===== config.mk =====
export PLATFORM = sky130hd
export DESIGN_NAME = bce_with_logits_loss_unit_flat
export DESIGN_NICKNAME = d
export VERILOG_FILES = /design/src/hw/rtl/bcewl_pkg.sv /design/src/hw/rtl/bcewl_if.sv /design/src/hw/rtl/bcewl_front.sv /design/src/hw/rtl/bcewl_queue.sv /design/src/hw/rtl/bcewl_div.sv /design/src/hw/rtl/bcewl_back.sv /design/src/hw/rtl/bce_with_logits_loss_unit.sv /design/src/flat_wrapper.sv
export SDC_FILE = /design/constraint.sdc
export NUM_CORES = 1
export LEC_CHECK = 0
export ABC_AREA = 1
export BUFFER_PORTS_ARGS = -buffer_cell sky130_fd_sc_hd__buf_2
export CAP_MARGIN = 40
export CELL_PAD_IN_SITES_DETAIL_PLACEMENT = 0
export CELL_PAD_IN_SITES_GLOBAL_PLACEMENT = 1
export CORE_MARGIN = 2
export CORE_UTILIZATION = 43
export DETAILED_ROUTE_END_ITERATION = 16
export GPL_TIMING_DRIVEN = 0
export PLACE_DENSITY = 0.8
export SLEW_MARGIN = 25
export SYNTH_ARGS = -nofsm -noshare
export SYNTH_HDL_FRONTEND = slang
export SYNTH_SLANG_ARGS = --single-unit
export TNS_END_PERCENT = 50

===== constraint.sdc =====
create_clock -name clk -period 6.81 [get_ports clk]
set_clock_uncertainty 0.05 [all_clocks]
set_input_delay 0.3405 -clock clk [delete_from_list [all_inputs] [get_ports clk]]
set_output_delay 0.3405 -clock clk [all_outputs]
set_load 0.01 [all_outputs]

===== src/hw/rtl/bcewl_pkg.sv =====
`default_nettype none
// ----------------------------------------------------------------------------
// bcewl_pkg
// Shared types, widths and the softplus table for the BCE-with-logits loss unit.
// ----------------------------------------------------------------------------
package bcewl_pkg;

  localparam int LOGIT_W  = 16;
  localparam int TARGET_W = 9;
  localparam int MODE_W   = 2;
  localparam int LOSS_W   = 16;
  localparam int ACC_W    = 48;
  localparam int CNT_W    = 32;
  localparam int OUT_W    = 40;

  localparam int SOFTPLUS_TABLE_DEPTH = 256;
  localparam int SP_STORED            = 128;
  localparam int SP_IDX_W             = $clog2(SP_STORED);
  localparam int SP_K_W               = LOGIT_W - 4;

  localparam int Q_DEPTH = 4;
  localparam int Q_AW    = $clog2(Q_DEPTH);

  localparam int DIV_STEPS = ACC_W;
  localparam int DIV_CW    = $clog2(DIV_STEPS);

  localparam logic [MODE_W-1:0] MODE_NONE = 2'd0;
  localparam logic [MODE_W-1:0] MODE_SUM  = 2'd1;
  localparam logic [MODE_W-1:0] MODE_MEAN = 2'd2;

  localparam logic [TARGET_W-1:0] TARGET_ONE = 9'd256;

  typedef enum logic [1:0] {
    KIND_ELEM,
    KIND_ACC,
    KIND_SUM_LAST,
    KIND_MEAN_LAST
  } item_kind_t;

  typedef struct packed {
    logic [LOSS_W-1:0] loss;
    item_kind_t        kind;
  } q_entry_t;

  localparam logic [7:0] SP_TABLE [SP_STORED] = '{
    8'd177, 8'd170, 8'd162, 8'd155, 8'd147, 8'd141, 8'd134, 8'd128, 8'd121, 8'd115,
    8'd110, 8'd104, 8'd99,  8'd94,  8'd89,  8'd85,  8'd80,  8'd76,  8'd72,  8'd68,
    8'd64,  8'd61,  8'd58,  8'd55,  8'd52,  8'd49,  8'd46,  8'd43,  8'd41,  8'd39,
    8'd37,  8'd34,  8'd32,  8'd31,  8'd29,  8'd27,  8'd26,  8'd24,  8'd23,  8'd21,
    8'd20,  8'd19,  8'd18,  8'd17,  8'd16,  8'd15,  8'd14,  8'd13,  8'd12,  8'd12,
    8'd11,  8'd10,  8'd10,  8'd9,   8'd9,   8'd8,   8'd8,   8'd7,   8'd7,   8'd6,
    8'd6,   8'd6,   8'd5,   8'd5,   8'd5,   8'd4,   8'd4,   8'd4,   8'd4,   8'd3,
    8'd3,   8'd3,   8'd3,   8'd3,   8'd2,   8'd2,   8'd2,   8'd2,   8'd2,   8'd2,
    8'd2,   8'd2,   8'd2,   8'd1,   8'd1,   8'd1,   8'd1,   8'd1,   8'd1,   8'd1,
    8'd1,   8'd1,   8'd1,   8'd1,   8'd1,   8'd1,   8'd1,   8'd1,   8'd1,   8'd1,
    8'd0,   8'd0,   8'd0,   8'd0,   8'd0,   8'd0,   8'd0,   8'd0,   8'd0,   8'd0,
    8'd0,   8'd0,   8'd0,   8'd0,   8'd0,   8'd0,   8'd0,   8'd0,   8'd0,   8'd0,
    8'd0,   8'd0,   8'd0,   8'd0,   8'd0,   8'd0,   8'd0,   8'd0
  };

  // softplus(-|x|) in Q.8, indexed by |x| in steps of 1/16
  function automatic logic [7:0] softplus(input logic [LOGIT_W-1:0] mag);
    logic [SP_K_W-1:0] k;
    logic [7:0]        res;
    k = mag[LOGIT_W-1:4];
    if (32'(k) >= SOFTPLUS_TABLE_DEPTH || 32'(k) >= SP_STORED) begin
      res = 8'd0;
    end else begin
      res = SP_TABLE[k[SP_IDX_W-1:0]];
    end
    return res;
  endfunction

endpackage
`default_nettype wire


===== src/hw/rtl/bcewl_if.sv =====
`default_nettype none
// ----------------------------------------------------------------------------
// bcewl channel interfaces
// Valid/ready channels for element requests, results and configuration.
// ----------------------------------------------------------------------------
interface bcewl_in_if;
  logic                          valid;
  logic                          ready;
  logic signed [bcewl_pkg::LOGIT_W-1:0] logit_value;
  logic [bcewl_pkg::TARGET_W-1:0] target_value;
  logic                          last_item;
  modport source (output valid, output logit_value, output target_value,
                  output last_item, input ready);
  modport sink   (input valid, input logit_value, input target_value,
                  input last_item, output ready);
endinterface

interface bcewl_out_if;
  logic                         valid;
  logic                         ready;
  logic [bcewl_pkg::OUT_W-1:0]  loss_value;
  logic                         is_reduced;
  modport source (output valid, output loss_value, output is_reduced, input ready);
  modport sink   (input valid, input loss_value, input is_reduced, output ready);
endinterface

interface bcewl_cfg_if;
  logic                          valid;
  logic                          ready;
  logic [bcewl_pkg::MODE_W-1:0]  data;
  modport source (output valid, output data, input ready);
  modport sink   (input valid, input data, output ready);
endinterface
`default_nettype wire


===== src/hw/rtl/bcewl_front.sv =====
`default_nettype none
// ----------------------------------------------------------------------------
// bcewl_front
// Accepts element requests, forms the element loss and classifies the request.
// ----------------------------------------------------------------------------
module bcewl_front (
  input  wire logic                clk,
  input  wire logic                rst_n,
  bcewl_in_if.sink                 in_ch,
  bcewl_cfg_if.sink                cfg_ch,
  output bcewl_pkg::q_entry_t      push_data,
  output logic                     push,
  input  wire logic                q_full
);
  import bcewl_pkg::*;

  logic                        stage_valid_r;
  logic signed [LOGIT_W-1:0]   x_r;
  logic [TARGET_W-1:0]         y_r;
  item_kind_t                  kind_r;
  logic [MODE_W-1:0]           mode_r;
  item_kind_t                  kind_nxt;

  logic [TARGET_W-1:0]         y_sat;
  logic signed [25:0]          xe;
  logic signed [25:0]          ye;
  logic signed [25:0]          prod;
  logic signed [25:0]          pos;
  logic signed [25:0]          term;
  logic [LOGIT_W-1:0]          mag;
  logic [LOSS_W:0]             loss_sum;

  assign cfg_ch.ready = 1'b1;
  assign push         = stage_valid_r && !q_full;
  assign in_ch.ready  = !stage_valid_r || push;

  always_comb begin
    case (mode_r)
      MODE_NONE: kind_nxt = KIND_ELEM;
      MODE_MEAN: kind_nxt = in_ch.last_item ? KIND_MEAN_LAST : KIND_ACC;
      default:   kind_nxt = in_ch.last_item ? KIND_SUM_LAST : KIND_ACC;
    endcase
  end

  always_ff @(posedge clk) begin
    if (!rst_n) begin
      stage_valid_r <= 1'b0;
      mode_r        <= MODE_NONE;
    end else begin
      if (cfg_ch.valid) begin
        mode_r <= cfg_ch.data;
      end
      if (in_ch.valid && in_ch.ready) begin
        stage_valid_r <= 1'b1;
      end else if (push) begin
        stage_valid_r <= 1'b0;
      end
    end
    if (in_ch.valid && in_ch.ready) begin
      x_r    <= in_ch.logit_value;
      y_r    <= in_ch.target_value;
      kind_r <= kind_nxt;
    end
  end

  // max(x,0)*256 - x*y in Q.16, never negative
  always_comb begin
    y_sat    = (y_r > TARGET_ONE) ? TARGET_ONE : y_r;
    xe       = 26'(x_r);
    ye       = $signed(26'(y_sat));
    prod     = xe * ye;
    pos      = (x_r > 0) ? (xe <<< 8) : 26'sd0;
    term     = pos - prod;
    mag      = x_r[LOGIT_W-1] ? LOGIT_W'(-xe) : LOGIT_W'(xe);
    loss_sum = {1'b0, term[23:8]} + (LOSS_W+1)'(softplus(mag));
  end

  assign push_data.loss = loss_sum[LOSS_W-1:0];
  assign push_data.kind = kind_r;

endmodule
`default_nettype wire


===== src/hw/rtl/bcewl_queue.sv =====
`default_nettype none
// ----------------------------------------------------------------------------
// bcewl_queue
// Short FIFO between the front and back halves.
// ----------------------------------------------------------------------------
module bcewl_queue (
  input  wire logic            clk,
  input  wire logic            rst_n,
  input  bcewl_pkg::q_entry_t  push_data,
  input  wire logic            push,
  output logic                 full,
  output bcewl_pkg::q_entry_t  head,
  output logic                 head_valid,
  input  wire logic            pop
);
  import bcewl_pkg::*;

  q_entry_t          mem_r [Q_DEPTH];
  logic [Q_AW-1:0]   wr_ptr_r;
  logic [Q_AW-1:0]   rd_ptr_r;
  logic [Q_AW:0]     count_r;

  assign full       = (count_r == (Q_AW+1)'(Q_DEPTH));
  assign head_valid = (count_r != '0);
  assign head       = mem_r[rd_ptr_r];

  always_ff @(posedge clk) begin
    if (!rst_n) begin
      wr_ptr_r <= '0;
      rd_ptr_r <= '0;
      count_r  <= '0;
    end else begin
      if (push) begin
        wr_ptr_r <= wr_ptr_r + 1'b1;
      end
      if (pop) begin
        rd_ptr_r <= rd_ptr_r + 1'b1;
      end
      case ({push, pop})
        2'b10:   count_r <= count_r + 1'b1;
        2'b01:   count_r <= count_r - 1'b1;
        default: count_r <= count_r;
      endcase
    end
    if (push) begin
      mem_r[wr_ptr_r] <= push_data;
    end
  end

endmodule
`default_nettype wire


===== src/hw/rtl/bcewl_div.sv =====
`default_nettype none
// ----------------------------------------------------------------------------
// bcewl_div
// Restoring divider, one quotient bit per cycle, for the run mean.
// ----------------------------------------------------------------------------
module bcewl_div (
  input  wire logic                      clk,
  input  wire logic                      rst_n,
  input  wire logic                      start,
  input  wire logic [bcewl_pkg::ACC_W-1:0] dividend,
  input  wire logic [bcewl_pkg::CNT_W-1:0] divisor,
  output logic                           busy,
  output logic [bcewl_pkg::ACC_W-1:0]    quotient
);
  import bcewl_pkg::*;

  logic              busy_r;
  logic [DIV_CW-1:0] step_r;
  logic [ACC_W-1:0]  quo_r;
  logic [CNT_W-1:0]  rem_r;
  logic [CNT_W-1:0]  dvs_r;
  logic [CNT_W:0]    rem_sh;
  logic [CNT_W:0]    rem_diff;

  assign busy     = busy_r;
  assign quotient = quo_r;
  assign rem_sh   = {rem_r, quo_r[ACC_W-1]};
  assign rem_diff = rem_sh - {1'b0, dvs_r};

  always_ff @(posedge clk) begin
    if (!rst_n) begin
      busy_r <= 1'b0;
      step_r <= '0;
    end else if (start) begin
      busy_r <= 1'b1;
      step_r <= '0;
    end else if (busy_r) begin
      step_r <= step_r + 1'b1;
      if (step_r == DIV_CW'(DIV_STEPS-1)) begin
        busy_r <= 1'b0;
      end
    end
    if (start) begin
      quo_r <= dividend;
      rem_r <= '0;
      dvs_r <= divisor;
    end else if (busy_r) begin
      if (!rem_diff[CNT_W]) begin
        rem_r <= rem_diff[CNT_W-1:0];
        quo_r <= {quo_r[ACC_W-2:0], 1'b1};
      end else begin
        rem_r <= rem_sh[CNT_W-1:0];
        quo_r <= {quo_r[ACC_W-2:0], 1'b0};
      end
    end
  end

endmodule
`default_nettype wire


===== src/hw/rtl/bcewl_back.sv =====
`default_nettype none
// ----------------------------------------------------------------------------
// bcewl_back
// Executes queued requests: per-element output, run accumulation, sum and mean.
// ----------------------------------------------------------------------------
module bcewl_back (
  input  wire logic            clk,
  input  wire logic            rst_n,
  input  bcewl_pkg::q_entry_t  head,
  input  wire logic            head_valid,
  output logic                 pop,
  bcewl_out_if.source          out_ch
);
  import bcewl_pkg::*;

  typedef enum logic {ST_IDLE, ST_DIV} state_t;

  state_t            state_r;
  logic              out_valid_r;
  logic [OUT_W-1:0]  loss_r;
  logic              reduced_r;
  logic [ACC_W-1:0]  acc_r;
  logic [CNT_W-1:0]  cnt_r;

  logic              out_free;
  logic [ACC_W:0]    acc_add;
  logic [ACC_W-1:0]  acc_sum;
  logic [CNT_W-1:0]  cnt_inc;
  logic              div_start;
  logic              div_busy;
  logic [ACC_W-1:0]  div_quo;

  function automatic logic [OUT_W-1:0] sat_out(input logic [ACC_W-1:0] v);
    return (|v[ACC_W-1:OUT_W]) ? {OUT_W{1'b1}} : v[OUT_W-1:0];
  endfunction

  assign out_free = !out_valid_r || out_ch.ready;
  assign acc_add  = {1'b0, acc_r} + (ACC_W+1)'(head.loss);
  assign acc_sum  = acc_add[ACC_W] ? {ACC_W{1'b1}} : acc_add[ACC_W-1:0];
  assign cnt_inc  = (&cnt_r) ? cnt_r : cnt_r + 1'b1;

  always_comb begin
    pop = 1'b0;
    if (state_r == ST_IDLE && head_valid) begin
      case (head.kind)
        KIND_ACC:       pop = 1'b1;
        KIND_MEAN_LAST: pop = 1'b1;
        default:        pop = out_free;
      endcase
    end
  end

  assign div_start = pop && (head.kind == KIND_MEAN_LAST);

  bcewl_div u_div (
    .clk      (clk),
    .rst_n    (rst_n),
    .start    (div_start),
    .dividend (acc_sum),
    .divisor  (cnt_inc),
    .busy     (div_busy),
    .quotient (div_quo)
  );

  assign out_ch.valid      = out_valid_r;
  assign out_ch.loss_value = loss_r;
  assign out_ch.is_reduced = reduced_r;

  always_ff @(posedge clk) begin
    if (!rst_n) begin
      state_r     <= ST_IDLE;
      out_valid_r <= 1'b0;
      acc_r       <= '0;
      cnt_r       <= '0;
    end else begin
      if (out_valid_r && out_ch.ready) begin
        out_valid_r <= 1'b0;
      end
      case (state_r)
        ST_IDLE: begin
          if (pop) begin
            case (head.kind)
              KIND_ELEM: begin
                out_valid_r <= 1'b1;
                loss_r      <= OUT_W'(head.loss);
                reduced_r   <= 1'b0;
              end
              KIND_ACC: begin
                acc_r <= acc_sum;
                cnt_r <= cnt_inc;
              end
              KIND_SUM_LAST: begin
                out_valid_r <= 1'b1;
                loss_r      <= sat_out(acc_sum);
                reduced_r   <= 1'b1;
                acc_r       <= '0;
                cnt_r       <= '0;
              end
              default: begin
                state_r <= ST_DIV;
                acc_r   <= '0;
                cnt_r   <= '0;
              end
            endcase
          end
        end
        ST_DIV: begin
          if (!div_busy && out_free) begin
            out_valid_r <= 1'b1;
            loss_r      <= sat_out(div_quo);
            reduced_r   <= 1'b1;
            state_r     <= ST_IDLE;
          end
        end
        default: state_r <= ST_IDLE;
      endcase
    end
  end

  a_div_runs: assert property (@(posedge clk) disable iff (!rst_n)
    div_start |=> div_busy)
    else $error("divider did not start");

  a_no_pop_in_div: assert property (@(posedge clk) disable iff (!rst_n)
    state_r == ST_DIV |-> !pop)
    else $error("request taken while dividing");

  a_divisor_nonzero: assert property (@(posedge clk) disable iff (!rst_n)
    div_start |-> cnt_inc != '0)
    else $error("mean started with zero count");

endmodule
`default_nettype wire


===== src/hw/rtl/bce_with_logits_loss_unit.sv =====
`default_nettype none
// ----------------------------------------------------------------------------
// bce_with_logits_loss_unit
// Streaming binary cross-entropy with logits, per element or reduced over a run.
// ----------------------------------------------------------------------------
// Throughput: one request per cycle while the queue has room; the queue fills when
// the result channel stalls or at the last request of a run mean, where the 48-step
// divider yields one quotient bit per cycle and holds the back end meanwhile.
// Reset: synchronous, active low; clears mode, queue, accumulator and count.
// ----------------------------------------------------------------------------
module bce_with_logits_loss_unit (
  input  wire logic   clk,
  input  wire logic   rst_n,
  bcewl_in_if.sink    in_ch,
  bcewl_out_if.source out_ch,
  bcewl_cfg_if.sink   cfg_ch
);
  import bcewl_pkg::*;

  q_entry_t push_data;
  q_entry_t head;
  logic     push;
  logic     q_full;
  logic     head_valid;
  logic     pop;

  bcewl_front u_front (
    .clk       (clk),
    .rst_n     (rst_n),
    .in_ch     (in_ch),
    .cfg_ch    (cfg_ch),
    .push_data (push_data),
    .push      (push),
    .q_full    (q_full)
  );

  bcewl_queue u_queue (
    .clk        (clk),
    .rst_n      (rst_n),
    .push_data  (push_data),
    .push       (push),
    .full       (q_full),
    .head       (head),
    .head_valid (head_valid),
    .pop        (pop)
  );

  bcewl_back u_back (
    .clk        (clk),
    .rst_n      (rst_n),
    .head       (head),
    .head_valid (head_valid),
    .pop        (pop),
    .out_ch     (out_ch)
  );

endmodule
`default_nettype wire


===== src/flat_wrapper.sv =====
// flat-port wrapper written by rule: the top's interface ports become plain ports
module bce_with_logits_loss_unit_flat import bcewl_pkg::*;
  (clk, rst_n, in_ch_valid, in_ch_logit_value, in_ch_target_value, in_ch_last_item, in_ch_ready, out_ch_valid, out_ch_loss_value, out_ch_is_reduced, out_ch_ready, cfg_ch_valid, cfg_ch_data, cfg_ch_ready);
  bcewl_in_if in_ch_i ();
  bcewl_out_if out_ch_i ();
  bcewl_cfg_if cfg_ch_i ();
  input  wire logic clk;
  input  wire logic rst_n;
  input wire logic [$bits(in_ch_i.valid)-1:0] in_ch_valid;
  input wire logic [$bits(in_ch_i.logit_value)-1:0] in_ch_logit_value;
  input wire logic [$bits(in_ch_i.target_value)-1:0] in_ch_target_value;
  input wire logic [$bits(in_ch_i.last_item)-1:0] in_ch_last_item;
  output wire logic [$bits(in_ch_i.ready)-1:0] in_ch_ready;
  output wire logic [$bits(out_ch_i.valid)-1:0] out_ch_valid;
  output wire logic [$bits(out_ch_i.loss_value)-1:0] out_ch_loss_value;
  output wire logic [$bits(out_ch_i.is_reduced)-1:0] out_ch_is_reduced;
  input wire logic [$bits(out_ch_i.ready)-1:0] out_ch_ready;
  input wire logic [$bits(cfg_ch_i.valid)-1:0] cfg_ch_valid;
  input wire logic [$bits(cfg_ch_i.data)-1:0] cfg_ch_data;
  output wire logic [$bits(cfg_ch_i.ready)-1:0] cfg_ch_ready;
  assign in_ch_i.valid = in_ch_valid;
  assign in_ch_i.logit_value = in_ch_logit_value;
  assign in_ch_i.target_value = in_ch_target_value;
  assign in_ch_i.last_item = in_ch_last_item;
  assign in_ch_ready = in_ch_i.ready;
  assign out_ch_valid = out_ch_i.valid;
  assign out_ch_loss_value = out_ch_i.loss_value;
  assign out_ch_is_reduced = out_ch_i.is_reduced;
  assign out_ch_i.ready = out_ch_ready;
  assign cfg_ch_i.valid = cfg_ch_valid;
  assign cfg_ch_i.data = cfg_ch_data;
  assign cfg_ch_ready = cfg_ch_i.ready;
  bce_with_logits_loss_unit u_core (.clk(clk), .rst_n(rst_n), .in_ch(in_ch_i), .out_ch(out_ch_i), .cfg_ch(cfg_ch_i));
endmodule

==> run metrics <==
Placer Congestion=0.918; RSZ-0062 raised after global routing=yes; width of the chip=256 um; slowest CP cell=fa_1; Yosys Warn Count=0; Cell variety after synth=55; fin crit period=6.86 ns; post-DR wirelength/cell=16.6 um; post-layout util=between 50 and 60%; Final Cycle Share=101%; final setup margin=-0.0460 ns; Crit path largest cell delay=around 0.54 ns; fin nets=4164; Critical Path RT=between 7 and 8 ns; Worst-Margin Slew=0.887 ns; syn_area_per_cell=7.53 um2; Worst-path clk slew=around 0.060 ns; Sink Count=~350; peak supply drop=569 uV; sequential-to-total area share from yosys stat=33.9%; clock latency on the worst-skew pair=roughly 0.60 ns; Async S/R FF share, synth=0%; Synth Register Bits=between 300 and 400; GRT met1 Usage=32.5%; layout cell share with drive strength beyond 1=between 10% and 20%; fmax=146 MHz; met3 global-route usage=3.40%; DR pass1 iterations=5; vias in the first global route=23518; synthesized instance count=3633; Layout Area Growth over Synthesis=16.9%; Hold Path Depth=4; number of cell rows=92; dpl hpwl=60600 um; Residual DRC=0; initial antenna violation count=2; Setup-failing EPs final=8; status=finished, violations left; Net Count, Synth=3930; largest net degree at the start of global routing=49; Slew headroom=40.9%; Setup crit end kind=flip-flop; global-route wire length before repair=126000 um; main flop type after synthesis=edfxtp_1; core area=0.0630 mm2; vias=~24000; Stages on worst setup path=34; grt peak-use layer=met2; GRT Total Usage=23.9%; cell area power density=525 mW/mm2; hold crit path type=input pin to flip-flop; WL final=78700 um; CTS tree=done; CTS max path bufs=3; total CTS buffers=41; cells on worst reg2reg path=34; n_diodes=0; CP top delay family=adder cells; CTS H-tree depth=2; Max Cap Viol=0; Buf+Inv Stages, Crit Path=10; crit path DAT=between 7 and 8 ns; Root Buffer=clkbuf_16; area of the die=0.0657 mm2; vias per cell=5.05; Final Hold Viols=0; dpl ws=-1.28 ns; IO Count=77; Power Total=16.8 mW; area of the mapped netlist=between 0.02 and 0.03 mm2; Hold Worst Slack=0.139 ns; post-route ant nets=0; die height=256 um; Buffers on Ports=75; Post-synth EDFFs=220; leak pwr=around 15 nW; Max Slew Vio Count=0; initial drt markers=1796; CP Launch Type=flip-flop; critical path class=flip-flop to flip-flop; Post-Route Setup TNS=-0.310 ns; GR Overflow Total=0; Starting Density=43.5%; violated checks=setup timing; most frequent CP cell=fa_1; CP max FO=6; Global Route met2 Usage=39.6%
-- power by group --
| part | leakage, nW | internal (mW) | total (mW) | switching, mW |
|---|---|---|---|---|
| Clock | 0.667 | 1.29 | 2.29 | 0.997 |
| Combinational | 10.9 | 3.89 | 10.7 | 6.81 |
| Sequential | 3.12 | 3.61 | 3.81 | 0.205 |
| Total | 14.7 | 8.79 | 16.8 | 8.02 |
-- per-layer routing --
layer | vias to the layer above | routed length (um)
li1 | 12034 | -
met1 | 11226 | 35800
met2 | 592 | 36400
met3 | 136 | 4200
met4 | 0 | 2280
met5 | - | 0
-- what timing repair did --
action	in CTS	in global routing
endpoints found under the setup margin	52	48
endpoints found under the hold margin	30	0
gates resized for setup	84	120
pin swaps	18	88
hold buffers	32	0
buffers inserted	31	43
-- stage by stage --
step,cell area [um2],instances
floorplan,27400,3633
global placement,28800,4554
detailed placement,28900,4563
CTS,31200,4702
global route,32000,4746
finish,32000,4746
-- Yosys cell counts, types with 16 or more instances --
cell type     n  area, um2
o22ai_1      16        100
edfxtp_1    220       6610
o21ai_0     191        956
nand3_2      45        450
nor2_2       17        106
nand4_1      35        219
inv_1       511       1920
nor3_1       24        120
buf_2        23        115
fa_1        136       2720
xor2_1       75        657
dfxtp_1     133       2660
nand2_1    1034       3880
ha_1        128       1600
xnor2_1      42        368
a21oi_1     171        856
or2_2        20        125
nand3_1     163        816
nor2_1      412       1550
clkbuf_1     68        255
-- final cells by class --
| class | count | area, um2 |
|---|---|---|
| Fill cell | 6209 | 31000 |
| Multi-Input combinational cell | 2639 | 16200 |
| Sequential cell | 353 | 9270 |
| Inverter | 534 | 2030 |
| Timing Repair Buffer | 191 | 1400 |
| Tap cell | 846 | 1060 |
| Clock buffer | 48 | 1050 |
| Buffer | 107 | 631 |
| Clock inverter | 28 | 348 |
-- logic make-up (layout without fill, tap and decap cells) --
group	count (synthesis)	in the layout	synth area share [%]
flip-flops	353	353	33.9
adder cells (fa/ha/maj)	264	264	15.8
other	1	1	0.0137
AO/OA/AOI/OAI	444	444	8.66
multiplexers	1	1	0.0366
XOR/XNOR	117	117	3.74
AND/OR/NAND/NOR	1812	1812	28.5
buffers and inverters	641	908	9.34
-- final timing paths --
path | slack, ns | endpoint | start
worst max register to register | -0.05 | u_core.u_queue.mem_r[1][14] | u_core.u_front.y_r[8]
worst min-delay path | 0.14 | u_core.u_back.out_ch.valid | out_ch_ready
worst max-delay path | -0.05 | u_core.u_queue.mem_r[1][14] | u_core.u_front.y_r[8]
worst min register to register | 0.42 | flip-flop | u_core.u_queue.rd_ptr_r[1]
-- state kept, by name, indices dropped and copies added, names as in the netlist, 2 cells and up, named ones only --
signal                           flops
u_core.u_front.kind_r                2
u_core.u_back.u_div.dvs_r           32
u_core.u_back.out_ch.loss_value     40
u_core.u_back.acc_r                 48
u_core.u_front.y_r                   9
u_core.u_queue.rd_ptr_r              2
u_core.u_back.u_div.quotient        48
u_core.u_queue.wr_ptr_r              2
u_core.u_back.u_div.rem_r           32
u_core.u_front.x_r                  16
u_core.u_queue.count_r               3
u_core.u_back.u_div.step_r           6
u_core.u_queue.mem_r                72
u_core.u_front.mode_r                2
u_core.u_back.cnt_r                 32
-- layout by cell type (no fill, tap or decap), drive strengths merged, types with 16 or more instances in the layout --
cell and instances:
dfxtp 133, or2 20, nand2 1049, nor2 441, o21ai 206, nand3 209
clkinv 26, o22ai 16, inv 526, a21oi 172, nand4 37, xor2 75
edfxtp 220, nor3 27, ha 128, buf 198, dlygate4sd3 32, clkbuf 116
xnor2 42, fa 136
-- tightest hold or removal path, cell delays in order --
cell and delay, ns:
buf_2 0.10, nor2_1 0.06, o21ai_0 0.19, inv_1 0.05
Power figures use the tool's default switching activity.
